<file path="src/rtl/clsr_pkg.sv">
// package for the cubic least-squares regression fit block
// shared widths, status codes, datapath command and status structs; no dependencies
package clsr_pkg;

   localparam int NBasis   = 4;
   localparam int IdxW     = 2;
   localparam int CountW   = 13;
   localparam logic [CountW-1:0] CountMax = 13'd8191;

   localparam logic [1:0] StatusOk       = 2'd0;
   localparam logic [1:0] StatusNoItm    = 2'd1;
   localparam logic [1:0] StatusSingular = 2'd2;

   localparam logic [63:0] OneQ = 64'h0000_0001_0000_0000;
   localparam logic [63:0] XMax = 64'h0000_0003_FFFF_FFFF;
   localparam logic signed [63:0] SMax = 64'sh7FFF_FFFF_FFFF_FFFF;
   localparam logic signed [63:0] SMin = -64'sh7FFF_FFFF_FFFF_FFFF - 64'sd1;

   // register map indexes
   localparam logic [1:0] RegStrike   = 2'd0;
   localparam logic [1:0] RegCall     = 2'd1;
   localparam logic [1:0] RegMinPivot = 2'd2;

   // datapath operations
   typedef enum logic [3:0] {
      OpNone,
      OpAccum,     // add phi products into the sums
      OpClear,     // clear sums after a batch
      OpLoad,      // copy sums into the working matrix
      OpPivot,     // pivot search and row swap for column col
      OpElim,      // eliminate row row under column col (div + mults)
      OpBackAcc,   // accumulate m[row][col]*sol[col]
      OpBackDiv,   // sol[row] = (v-sum)/m[row][row]
      OpZeroSol
   } op_type;

   typedef struct packed {
      op_type          op;
      logic [IdxW-1:0] row;
      logic [IdxW-1:0] col;
      logic            start;
   } dp_cmd_type;

   typedef struct packed {
      logic busy;
      logic singular;
   } dp_stat_type;

   function automatic logic [63:0] mag64(input logic signed [63:0] v);
      mag64 = v[63] ? (64'd0 - 64'(v)) : 64'(v);
   endfunction

   function automatic logic signed [63:0] from_mag(input logic [63:0] m, input logic neg);
      if (neg) begin
         from_mag = m[63] ? SMin : -$signed(m);
      end else begin
         from_mag = m[63] ? SMax : $signed(m);
      end
   endfunction

   function automatic logic signed [63:0] sat_add(input logic signed [63:0] a,
                                                  input logic signed [63:0] b);
      logic signed [63:0] s;
      s = a + b;
      if (a[63] == b[63] && s[63] != a[63]) sat_add = a[63] ? SMin : SMax;
      else sat_add = s;
   endfunction

   function automatic logic signed [63:0] sat_sub(input logic signed [63:0] a,
                                                  input logic signed [63:0] b);
      logic signed [63:0] s;
      s = a - b;
      if (a[63] != b[63] && s[63] != a[63]) sat_sub = a[63] ? SMin : SMax;
      else sat_sub = s;
   endfunction

endpackage

</file>
<file path="src/rtl/clsr_ctrl.sv">
// controller: intake, solve sequence and coefficient output
// commands clsr_datapath; depends on clsr_pkg
module clsr_ctrl (
   input  logic                  clock,
   input  logic                  reset,
   input  logic                  req_valid,
   input  logic                  req_last,
   input  logic                  itm,
   output logic                  req_ready,
   output logic                  rsp_valid,
   input  logic                  rsp_ready,
   output logic [1:0]            rsp_index,
   output logic [1:0]            rsp_status,
   output clsr_pkg::dp_cmd_type  cmd,
   input  clsr_pkg::dp_stat_type stat
);
   typedef enum logic [3:0] {
      SIdle, SAccWait, SSolveLoad, SPivot, SPivotWait, SElim, SElimWait,
      SBack, SBackWait, SBackDiv, SZero, SOut, SClear, SClearWait
   } state_type;

   state_type                   state_ff;
   logic [1:0]                  i_ff, r_ff, j_ff, k_ff;
   logic                        last_ff;
   logic [clsr_pkg::CountW-1:0] cnt_ff;
   logic [1:0]                  status_ff;

   assign req_ready  = (state_ff == SIdle);
   assign rsp_valid  = (state_ff == SOut);
   assign rsp_index  = k_ff;
   assign rsp_status = status_ff;

   always_ff @(posedge clock) begin
      cmd.start <= 1'b0;
      if (reset) begin
         state_ff  <= SIdle;
         cnt_ff    <= '0;
         status_ff <= clsr_pkg::StatusOk;
         cmd.op    <= clsr_pkg::OpNone;
         cmd.row   <= 2'd0;
         cmd.col   <= 2'd0;
         k_ff      <= 2'd0;
      end else begin
         case (state_ff)
            SIdle: if (req_valid) begin
               last_ff <= req_last;
               if (itm) begin
                  if (cnt_ff != clsr_pkg::CountMax) cnt_ff <= cnt_ff + 1'b1;
                  cmd.op    <= clsr_pkg::OpAccum;
                  cmd.start <= 1'b1;
                  state_ff  <= SAccWait;
               end else if (req_last) state_ff <= SSolveLoad;
            end
            SAccWait: if (!cmd.start && !stat.busy)
               state_ff <= last_ff ? SSolveLoad : SIdle;
            SSolveLoad: begin
               if (cnt_ff == '0) begin
                  status_ff <= clsr_pkg::StatusNoItm;
                  state_ff  <= SZero;
               end else begin
                  status_ff <= clsr_pkg::StatusOk;
                  cmd.op    <= clsr_pkg::OpLoad;
                  cmd.start <= 1'b1;
                  i_ff      <= 2'd0;
                  state_ff  <= SPivot;
               end
            end
            SPivot: if (!cmd.start && !stat.busy) begin
               cmd.op    <= clsr_pkg::OpPivot;
               cmd.col   <= i_ff;
               cmd.start <= 1'b1;
               r_ff      <= i_ff + 2'd1;
               state_ff  <= SPivotWait;
            end
            SPivotWait: if (!cmd.start && !stat.busy) begin
               if (stat.singular) begin
                  status_ff <= clsr_pkg::StatusSingular;
                  state_ff  <= SZero;
               end else if (i_ff == 2'd3) begin
                  r_ff     <= 2'd3;
                  j_ff     <= 2'd3;
                  state_ff <= SBackDiv;
               end else state_ff <= SElim;
            end
            SElim: begin
               cmd.op    <= clsr_pkg::OpElim;
               cmd.row   <= r_ff;
               cmd.col   <= i_ff;
               cmd.start <= 1'b1;
               state_ff  <= SElimWait;
            end
            SElimWait: if (!cmd.start && !stat.busy) begin
               if (r_ff == 2'd3) begin
                  i_ff     <= i_ff + 2'd1;
                  state_ff <= SPivot;
               end else begin
                  r_ff     <= r_ff + 2'd1;
                  state_ff <= SElim;
               end
            end
            SBack: begin
               cmd.op    <= clsr_pkg::OpBackAcc;
               cmd.row   <= r_ff;
               cmd.col   <= j_ff;
               cmd.start <= 1'b1;
               state_ff  <= SBackWait;
            end
            SBackWait: if (!cmd.start && !stat.busy) begin
               if (j_ff == 2'd3) state_ff <= SBackDiv;
               else begin
                  j_ff     <= j_ff + 2'd1;
                  state_ff <= SBack;
               end
            end
            SBackDiv: if (!cmd.start && !stat.busy) begin
               if (cmd.op == clsr_pkg::OpBackDiv) begin
                  if (r_ff == 2'd0) begin
                     k_ff     <= 2'd0;
                     state_ff <= SOut;
                  end else begin
                     r_ff     <= r_ff - 2'd1;
                     j_ff     <= r_ff;
                     state_ff <= SBack;
                  end
                  cmd.op <= clsr_pkg::OpNone;
               end else begin
                  cmd.op    <= clsr_pkg::OpBackDiv;
                  cmd.row   <= r_ff;
                  cmd.col   <= r_ff;
                  cmd.start <= 1'b1;
               end
            end
            SZero: begin
               cmd.op    <= clsr_pkg::OpZeroSol;
               cmd.start <= 1'b1;
               k_ff      <= 2'd0;
               state_ff  <= SClearWait;
            end
            SClearWait: if (!cmd.start && !stat.busy) state_ff <= SOut;
            SOut: if (rsp_ready) begin
               if (k_ff == 2'd3) begin
                  cmd.op    <= clsr_pkg::OpClear;
                  cmd.start <= 1'b1;
                  cnt_ff    <= '0;
                  state_ff  <= SClear;
               end else k_ff <= k_ff + 2'd1;
            end
            SClear: if (!cmd.start && !stat.busy) state_ff <= SIdle;
            default: state_ff <= SIdle;
         endcase
      end
   end
endmodule

</file>
<file path="config.mk">
export PLATFORM = sky130hd
export DESIGN_NAME = clsr_ctrl
export DESIGN_NICKNAME = d
export VERILOG_FILES = /design/src/rtl/clsr_pkg.sv /design/src/rtl/clsr_ctrl.sv
export SDC_FILE = /design/constraint.sdc
export NUM_CORES = 1
export LEC_CHECK = 0
export BUFFER_PORTS_ARGS = -buffer_cell sky130_fd_sc_hd__buf_2
export CORE_MARGIN = 1.5
export CORE_UTILIZATION = 45
export DETAILED_ROUTE_END_ITERATION = 16
export GPL_TIMING_DRIVEN = 1
export SLEW_MARGIN = 5
export SYNTH_ARGS = -nofsm -noshare
export SYNTH_HDL_FRONTEND = slang
export SYNTH_SLANG_ARGS = --single-unit
</file>
<file path="constraint.sdc">
create_clock -name clock -period 4.33 [get_ports clock]
set_input_delay 0.866 -clock clock [delete_from_list [all_inputs] [get_ports clock]]
set_output_delay 0.866 -clock clock [all_outputs]
set_load 0.1 [all_outputs]
</file>
# [Yosys cells after proc, flatten, opt, wreduce, memory -nomap -nowiden]
# Index checks and enable logic that the tools add are counted.
[word_totals] regBits=37 elab_cells=168
[classes] n_mux=76 n_addsub=6 n_eq_ne=45 n_bitwise=1 reduce_logical=28
[op_table] op="$mux 4" count=24
[op_table] op="$mux 13" count=5
[op_table] op="$pmux 4 s14" count=1
[op_table] op="$mux 2" count=25
[op_table] op="$ne 2x2->1 const B" count=22
[op_table] op="$pmux 4 s8" count=1
[op_table] op="$pmux 13 s2" count=1
[op_table] op="$eq 4x4->1 const B" count=6
[op_table] op="$eq 4x3->1 const B" count=5
[op_table] op="$pmux 2 s4" count=2
[op_table] op="$add 13x1->13 const B" count=1
[op_table] op="$logic_not 13->1" count=1
[op_table] op="$ne 13x13->1 const B" count=1
[op_table] op="$reduce_and 13->1" count=1
[op_table] op="$pmux 2 s2" count=3
[op_table] op="$pmux 2 s3" count=2
[op_table] op="$reduce_and 6->1" count=2
[op_table] op="$reduce_and 11->1" count=1
[op_table] op="$reduce_and 10->1" count=1
[op_table] op="$mux 3" count=3
[op_table] op="$mux 9" count=1
[op_table] op="$reduce_and 3->1" count=3
[op_table] op="$add 2x1->2 const B" count=4
[op_table] op="$eq 2x2->1 const B" count=4
[op_table] op="22 further kinds" count=36

# [Longest topological paths before layout]
# Gate-level depths: netlist of run 1.
[depth] ltp_word=5 ltp_mapped=7 mapped_depth_nobuf=7

# [Least setup slack after synthesis of run 1]
# OpenSTA, ideal clock, no wires.
[synth_path] path_kind="reg2out" startpoint="reg state_ff[0]" endpoint="out rsp_valid" arrival_time_ps=1984 path_buffers=2 path_slack_ps=1480 path_stages_with_launch=5 cell_sequence="dfxtp_1 -> clkbuf_1 -> nand4b_1 -> inv_1 -> clkbuf_1"
[synth_via] elab_chain_cells=1
[synth_lines] element="from (decl)" line_no="clsr_ctrl.sv:22" source="state_type state_ff;"
[synth_lines] element="from (signal assigned)" line_no="clsr_ctrl.sv:36" source="state_ff <= SIdle;"
[synth_lines] element="from (signal assigned)" line_no="clsr_ctrl.sv:51" source="state_ff <= SAccWait;"
[synth_lines] element="from (signal assigned)" line_no="clsr_ctrl.sv:52" source="end else if (req_last) state_ff <= SSolveLoad;"
[synth_lines] element="$eq 4x4->1" line_no="clsr_ctrl.sv:29" source="assign rsp_valid = (state_ff == SOut);"
[synth_lines] element="to (decl)" line_no="clsr_ctrl.sv:10" source="output logic rsp_valid,"
# Every way passes these cells.

# [Final worst setup path of run 1]
# Same ends and word-level chain as after synthesis.

==> flow_summary.yaml, run 1 <==
outcome:
  status: "completed"
pwr:
  fin_total_pwr_w: 0.00143
  p_int_w: 0.000790
  irDropWorstVdd_mv: 0.201
  p_sw_frac: 0.449
  p_switching_w: 0.000643
  p_clk_frac: 0.234
  p_leak_nw: 1.09
  powerDensity_nw_per_um2: 512
  seqPwrFrac: 0.303
  comb_power_share: 0.463
cells_and_area:
  final_nets: 335
  diodes: 0
  area_delta_synth_final_pct: 10.6
  fin_area_um2: 2800
  fin_util: 0.512
  final_cells: 395
  drive_gt1_frac: 0.158
  fillers: 542
synth:
  synth_nets: 325
  yosysSeqAreaShare: 0.320
  yosys_warnings: 0
  synth_seq_cells: 37
  syn_inst: 312
  synthArstFlopShare: 0
  synth_cell_types: 66
  postSynthAreaPerCell_um2: 8.11
  synth-edff-count: 7
  ys.flop_type: "dfxtp_1"
  synthesis.area_um2: 2530
global_route:
  grt_max_degree: 31
  grt-ovfl-total: 0
  gr-usage-met1: 0.328
  met2_usage: 0.368
  top_usage_layer: "met2"
  gr-usage-met3: 0.0365
  antenna_found_initial: 0
  grt_pass1_vias: 2260
  grt_first_pass_wirelength_mm: 11.4
  track_usage: 0.234
clocking:
  cts_hold_buf: 0
  cts_max_level: 2
  cts_buffers: 5
  clockBufferDepth: 2
  cts_resized: 0
  post_cts_buffers: 0
  numClockSinks: 37
  cts-root-buf: "clkbuf_8"
  cts_tree: "built"
  clock_latency_ps: 290
  clkTransAtPathRegs_ps: 80
placed_design:
  place_congestion: 0.949
  hpwl_mm: 4.92
  numPlacedInstances: 387
  portBuffers: 22
  place_area_um2: 2670
critical_path:
  worst-endpoint-arrival_ps: 2270
  crit_path_max_fanout: 18
  startpoint_type: "flop"
  required_ps: 3460
  reg2reg_depth: 6
  crit_type: "reg -> out"
  end_kind: "output pin"
timing:
  fmax_ghz: 0.319
  final-hold-violation-count: 0
  relSlewSlack: 0.246
  tns_ps: 0
  fin_skew_ps: 5.68
  final_max_slew_viol_count: 0
  worst_slew_pin_slew_ps: 1100
  rsz0062_at_grt: "false"
  setup_violations: 0
  post-route-min-period_ps: 3140
  fin_crit_sh: 0.725
detailed_routing:
  drc: 0
  wl_mm: 6.87
  routedWlPerCell_um: 17.4
  dr_total_vias: 2460
  drtPass1Iterations: 6
  vias_per_cell: 6.23
  detail-route-antenna-nets: 0
  drtIter0Drc: 341
die:
  io_pins: 23
  die_y_um: 78
  die_w_um: 78
  start_util: 0.463
  core_um2: 5470
  row_count: 27
  dieArea_um2: 6080
hold_path:
  hold_class: "reg -> reg"
  hold_depth: 2
run:
  maxCapViolations: 0
-- placed cells by master (no fill, tap or decap), types with 3 or more instances in the layout --
| cell type | instances |
|---|---|
| nand2_1 | 26 |
| a31oi_1 | 5 |
| ha_1 | 5 |
| nor4b_1 | 3 |
| a211oi_1 | 3 |
| a311oi_1 | 8 |
| a41oi_1 | 3 |
| nor2_1 | 24 |
| a31o_2 | 3 |
| and3_1 | 6 |
| nand4_1 | 3 |
| nand2b_1 | 7 |
| dfxtp_1 | 30 |
| nor3_1 | 5 |
| clkbuf_8 | 5 |
| buf_2 | 22 |
| a21oi_1 | 29 |
| nor4_1 | 3 |
| and2_1 | 4 |
| buf_4 | 5 |
| mux2i_1 | 11 |
| a32oi_1 | 5 |
| nor2b_1 | 6 |
| inv_1 | 10 |
| nand3_1 | 6 |
| edfxtp_1 | 7 |
| o21ai_0 | 25 |
| a21o_1 | 4 |
-- per-layer routing --
layer / routed length [um] / up-vias
li1: - / 1199
met1: 3220 / 1156
met2: 3190 / 89
met3: 329 / 16
met4: 130 / 0
met5: 0 / -
-- worst max-delay path: stages (launching register included) --
cell,delay [ps]
dfxtp_1,690
nand4b_1,400
inv_1,390
buf_2,500
-- power groups by stage --
stage,registers [W],logic [W],clock network [W]
floorplan,0.000535,0.000429,0
global placement,0.000439,0.000659,0
detailed placement,0.000440,0.000654,0
CTS,0.000432,0.000657,0.000342
global route,0.000441,0.000714,0.000360
finish,0.000434,0.000664,0.000335
-- per-stage QoR --
step	setup WS, ps	hold slack [ps]
3_3_place_gp	1610	461
2_1_floorplan	1480	463
4_1_cts	1220	478
6_report	1190	475
5_1_grt	1040	503
3_5_place_dp	1550	468
-- cell type report --
cell class	count	area (um^2)	share of cell area
clock buffers	6	93.8	0.0335
well taps	72	90.1	0.0322
multi-input cells	239	1580	0.563
repair buffers	27	148	0.0527
clock inverters	2	35.0	0.0125
inverters	12	46.3	0.0165
flip-flops and latches	37	811	0.290
-- cells by family after synthesis --
group,count (synthesis),synth area share
AOI/OAI and AO/OA,108,0.287
xor gates and xnor gates,2,0.00692
adders and majority gates,5,0.0247
buffers and inverters,36,0.0568
DFF,37,0.320
muxes,11,0.0435
and+or+nand+nor,113,0.261
-- worst paths after layout --
kind | startpoint | end | slack [ps]
setup / recovery | state_ff[0] | rsp_valid | 1190
hold / removal | cmd[2] | cmd[2] | 470
setup reg to reg | state_ff[0] | cmd[5] | 1620
hold reg to reg | cmd[2] | cmd[2] | 470
-- synth_stat cells, types with 4 or more instances --
cell	count	area, um^2
dfxtp_1	30	601
a21oi_1	29	145
nand2_1	26	97.6
o21ai_0	25	125
nor2_1	24	90.1
clkbuf_1	17	63.8
mux2i_1	11	110
inv_1	10	37.5
a311oi_1	8	70.1
edfxtp_1	7	210
nand2b_1	7	43.8
and3_1	6	37.5
buf_2	6	30.0
nand3_1	6	30.0
nor2b_1	6	37.5
a31oi_1	5	31.3
a32oi_1	5	43.8
ha_1	5	62.6
nor3_1	5	25.0
a21o_1	4	30.0
and2_1	4	25.0
-- registers in the layout, indices dropped and copies added (netlist names) --
signal	count
cmd	9
cnt_ff	13
i_ff	2
j_ff	2
last_ff	1
r_ff	2
rsp_index	2
rsp_status	2
state_ff	4
Note: power is estimated with default switching activity, not from simulation.
==> run 2, diff against run 1 <==
==> constraint.sdc (replaced) <==
create_clock -name clock -period 2.9 [get_ports clock]
set_input_delay 0.58 -clock clock [delete_from_list [all_inputs] [get_ports clock]]
set_output_delay 0.58 -clock clock [all_outputs]
set_load 0.1 [all_outputs]
==> run 2 against run 1 <==
Clock skew grew 1.7 ps. Critical path depth is the same. Hold slack gained 0.69 ps. Global-route usage grew 0.83 points. Highest routed layer unchanged.
==> flow_summary.yaml, run 2 (synthesized netlist as in run 1, its figures left out) <==
clocking:
  cts_hold_buf: 0
  cts_resized: 0
  clock_latency_ps: 290
  numClockSinks: 37
  cts_buffers: 5
  clkTransAtPathRegs_ps: 70
  cts_tree: "built"
  cts-root-buf: "clkbuf_8"
  clockBufferDepth: 2
  post_cts_buffers: 0
  cts_max_level: 2
cells_and_area:
  regMostFlops: "cnt_ff"
  final_cells: 401
  mostFrequentLayoutCells: "dfxtp_1 (30), a21oi_1 (29), nand2_1 (26), o21ai_0 (25), nor2_1 (24)"
  final_nets: 341
  top_regs: "cnt_ff x13, cmd x9, state_ff x4"
  fillers: 546
  final_common_cell: "dfxtp_1"
  area_delta_synth_final_pct: 12.4
  fin_area_um2: 2850
  drive_gt1_frac: 0.173
  largest_register_ffs: 13
  diodes: 0
global_route:
  grt_max_degree: 27
  track_usage: 0.242
  grt-ovfl-total: 0
  grt_pass1_vias: 2407
  grt_first_pass_wirelength_mm: 11.7
  antenna_found_initial: 0
run:
  maxCapViolations: 0
timing:
  fin_skew_ps: 7.38
  relSlewSlack: 0.533
  final-hold-violation-count: 0
  setup_violations: 0
  timing.hold.ws_ps: 475
  worst_slew_pin_slew_ps: 683
  tns_ps: 0
  post-route-min-period_ps: 2520
  fin_crit_sh: 0.870
  final_max_slew_viol_count: 0
  fmax_ghz: 0.397
  rsz0062_at_grt: "false"
critical_path:
  end_kind: "output pin"
  crit_type: "reg -> out"
  reg2reg_from: "state_ff[0]"
  startpoint_type: "flop"
  slowest_delay_ps: 630
  critical_path_buf_inv_count: 2
  worst-endpoint-arrival_ps: 1940
  crit_path_max_fanout: 16
  rr_endpoint: "rsp_index[0]"
  rrSetupSlack_ps: 520
  slowest_stage: "or4_4"
  crit_chain: "or4_4, clkinv_2, buf_2"
  reg2reg_depth: 6
  required_ps: 2320
  critical_path.top_delay_family: "simple AND/OR/NAND/NOR gates"
detailed_routing:
  wl_met1_mm: 3.11
  drc: 0
  vias_per_cell: 6.36
  wl_mm: 7.08
  dr_total_vias: 2551
  wl_met2_mm: 3.27
  detail-route-antenna-nets: 0
  routedWlPerCell_um: 17.7
  highest_layer: "met4"
  drtPass1Iterations: 5
  drtIter0Drc: 316
  wl_met3_um: 486
die:
  start_util: 0.463
  core_um2: 5470
  io_pins: 23
  die_w_um: 78
  die_y_um: 78
  row_count: 27
  dieArea_um2: 6080
outcome:
  status: "completed"
placed_design:
  place_area_um2: 2730
  place_congestion: 0.891
  hpwl_mm: 5.15
  numPlacedInstances: 393
  portBuffers: 22
hold_path:
  hold_end: "last_ff"
  hold_class: "in -> reg"
  hold_depth: 1
  hold_start: "req_last"
pwr:
  powerDensity_nw_per_um2: 744
  irDropWorstVdd_mv: 0.326
  p_leak_nw: 1.11
run 2: worst max path at each step:
stage | startpoint | endpoint | slack [ps] | cells after the start
2_1_floorplan | state_ff[0] | rsp_valid | 340 | 4
3_3_place_gp | state_ff[0] | rsp_index[0] | 530 | 6
3_5_place_dp | state_ff[0] | rsp_index[0] | 570 | 6
4_1_cts | state_ff[0] | req_ready | 390 | 3
5_1_grt | state_ff[0] | req_ready | 300 | 3
6_report | state_ff[0] | req_ready | 380 | 3
run 2: worst reg2reg max path: cells and delay by family, from the launching register on:
family,cells,cell delay [ps]
DFF,1,650
muxes,1,170
and+or+nand+nor,1,50
AOI/OAI and AO/OA,2,800
buffers and inverters,2,610
run 2: cell type report:
type	count	area (um^2)	area share
Inverter	12	46.3	0.0163
Timing Repair Buffer	33	208	0.0730
Multi-Input combinational cell	239	1580	0.554
Tap cell	72	90.1	0.0317
Clock buffer	5	68.8	0.0242
Sequential cell	37	811	0.285
Clock inverter	3	45.0	0.0158
run 2: through the flow:
| stage | total power (W) | setup WS (ps) | utilization |
|---|---|---|---|
| floorplan | 0.00144 | 336 | - |
| global placement | 0.00165 | 534 | 0.499 |
| detailed placement | 0.00165 | 567 | 0.499 |
| CTS | 0.00211 | 389 | 0.520 |
| global route | 0.00223 | 298 | 0.520 |
| finish | 0.00212 | 378 | 0.520 |
run 2: power by group:
| group | internal (W) | switching, W | leakage (nW) | total (W) |
|---|---|---|---|---|
| Combinational | 0.000299 | 0.000681 | 0.750 | 0.000980 |
| Clock | 0.000258 | 0.000204 | 0.0587 | 0.000462 |
| Sequential | 0.000583 | 0.0000921 | 0.305 | 0.000675 |
| Total | 0.00114 | 0.000977 | 1.11 | 0.00212 |
run 2: per-layer routing:
| layer | up-vias | track usage |
|---|---|---|
| li1 | 1214 | - |
| met1 | 1195 | 0.315 |
| met2 | 118 | 0.392 |
| met3 | 24 | 0.0388 |
| met4 | 0 | 0.113 |
| met5 | - | 0 |
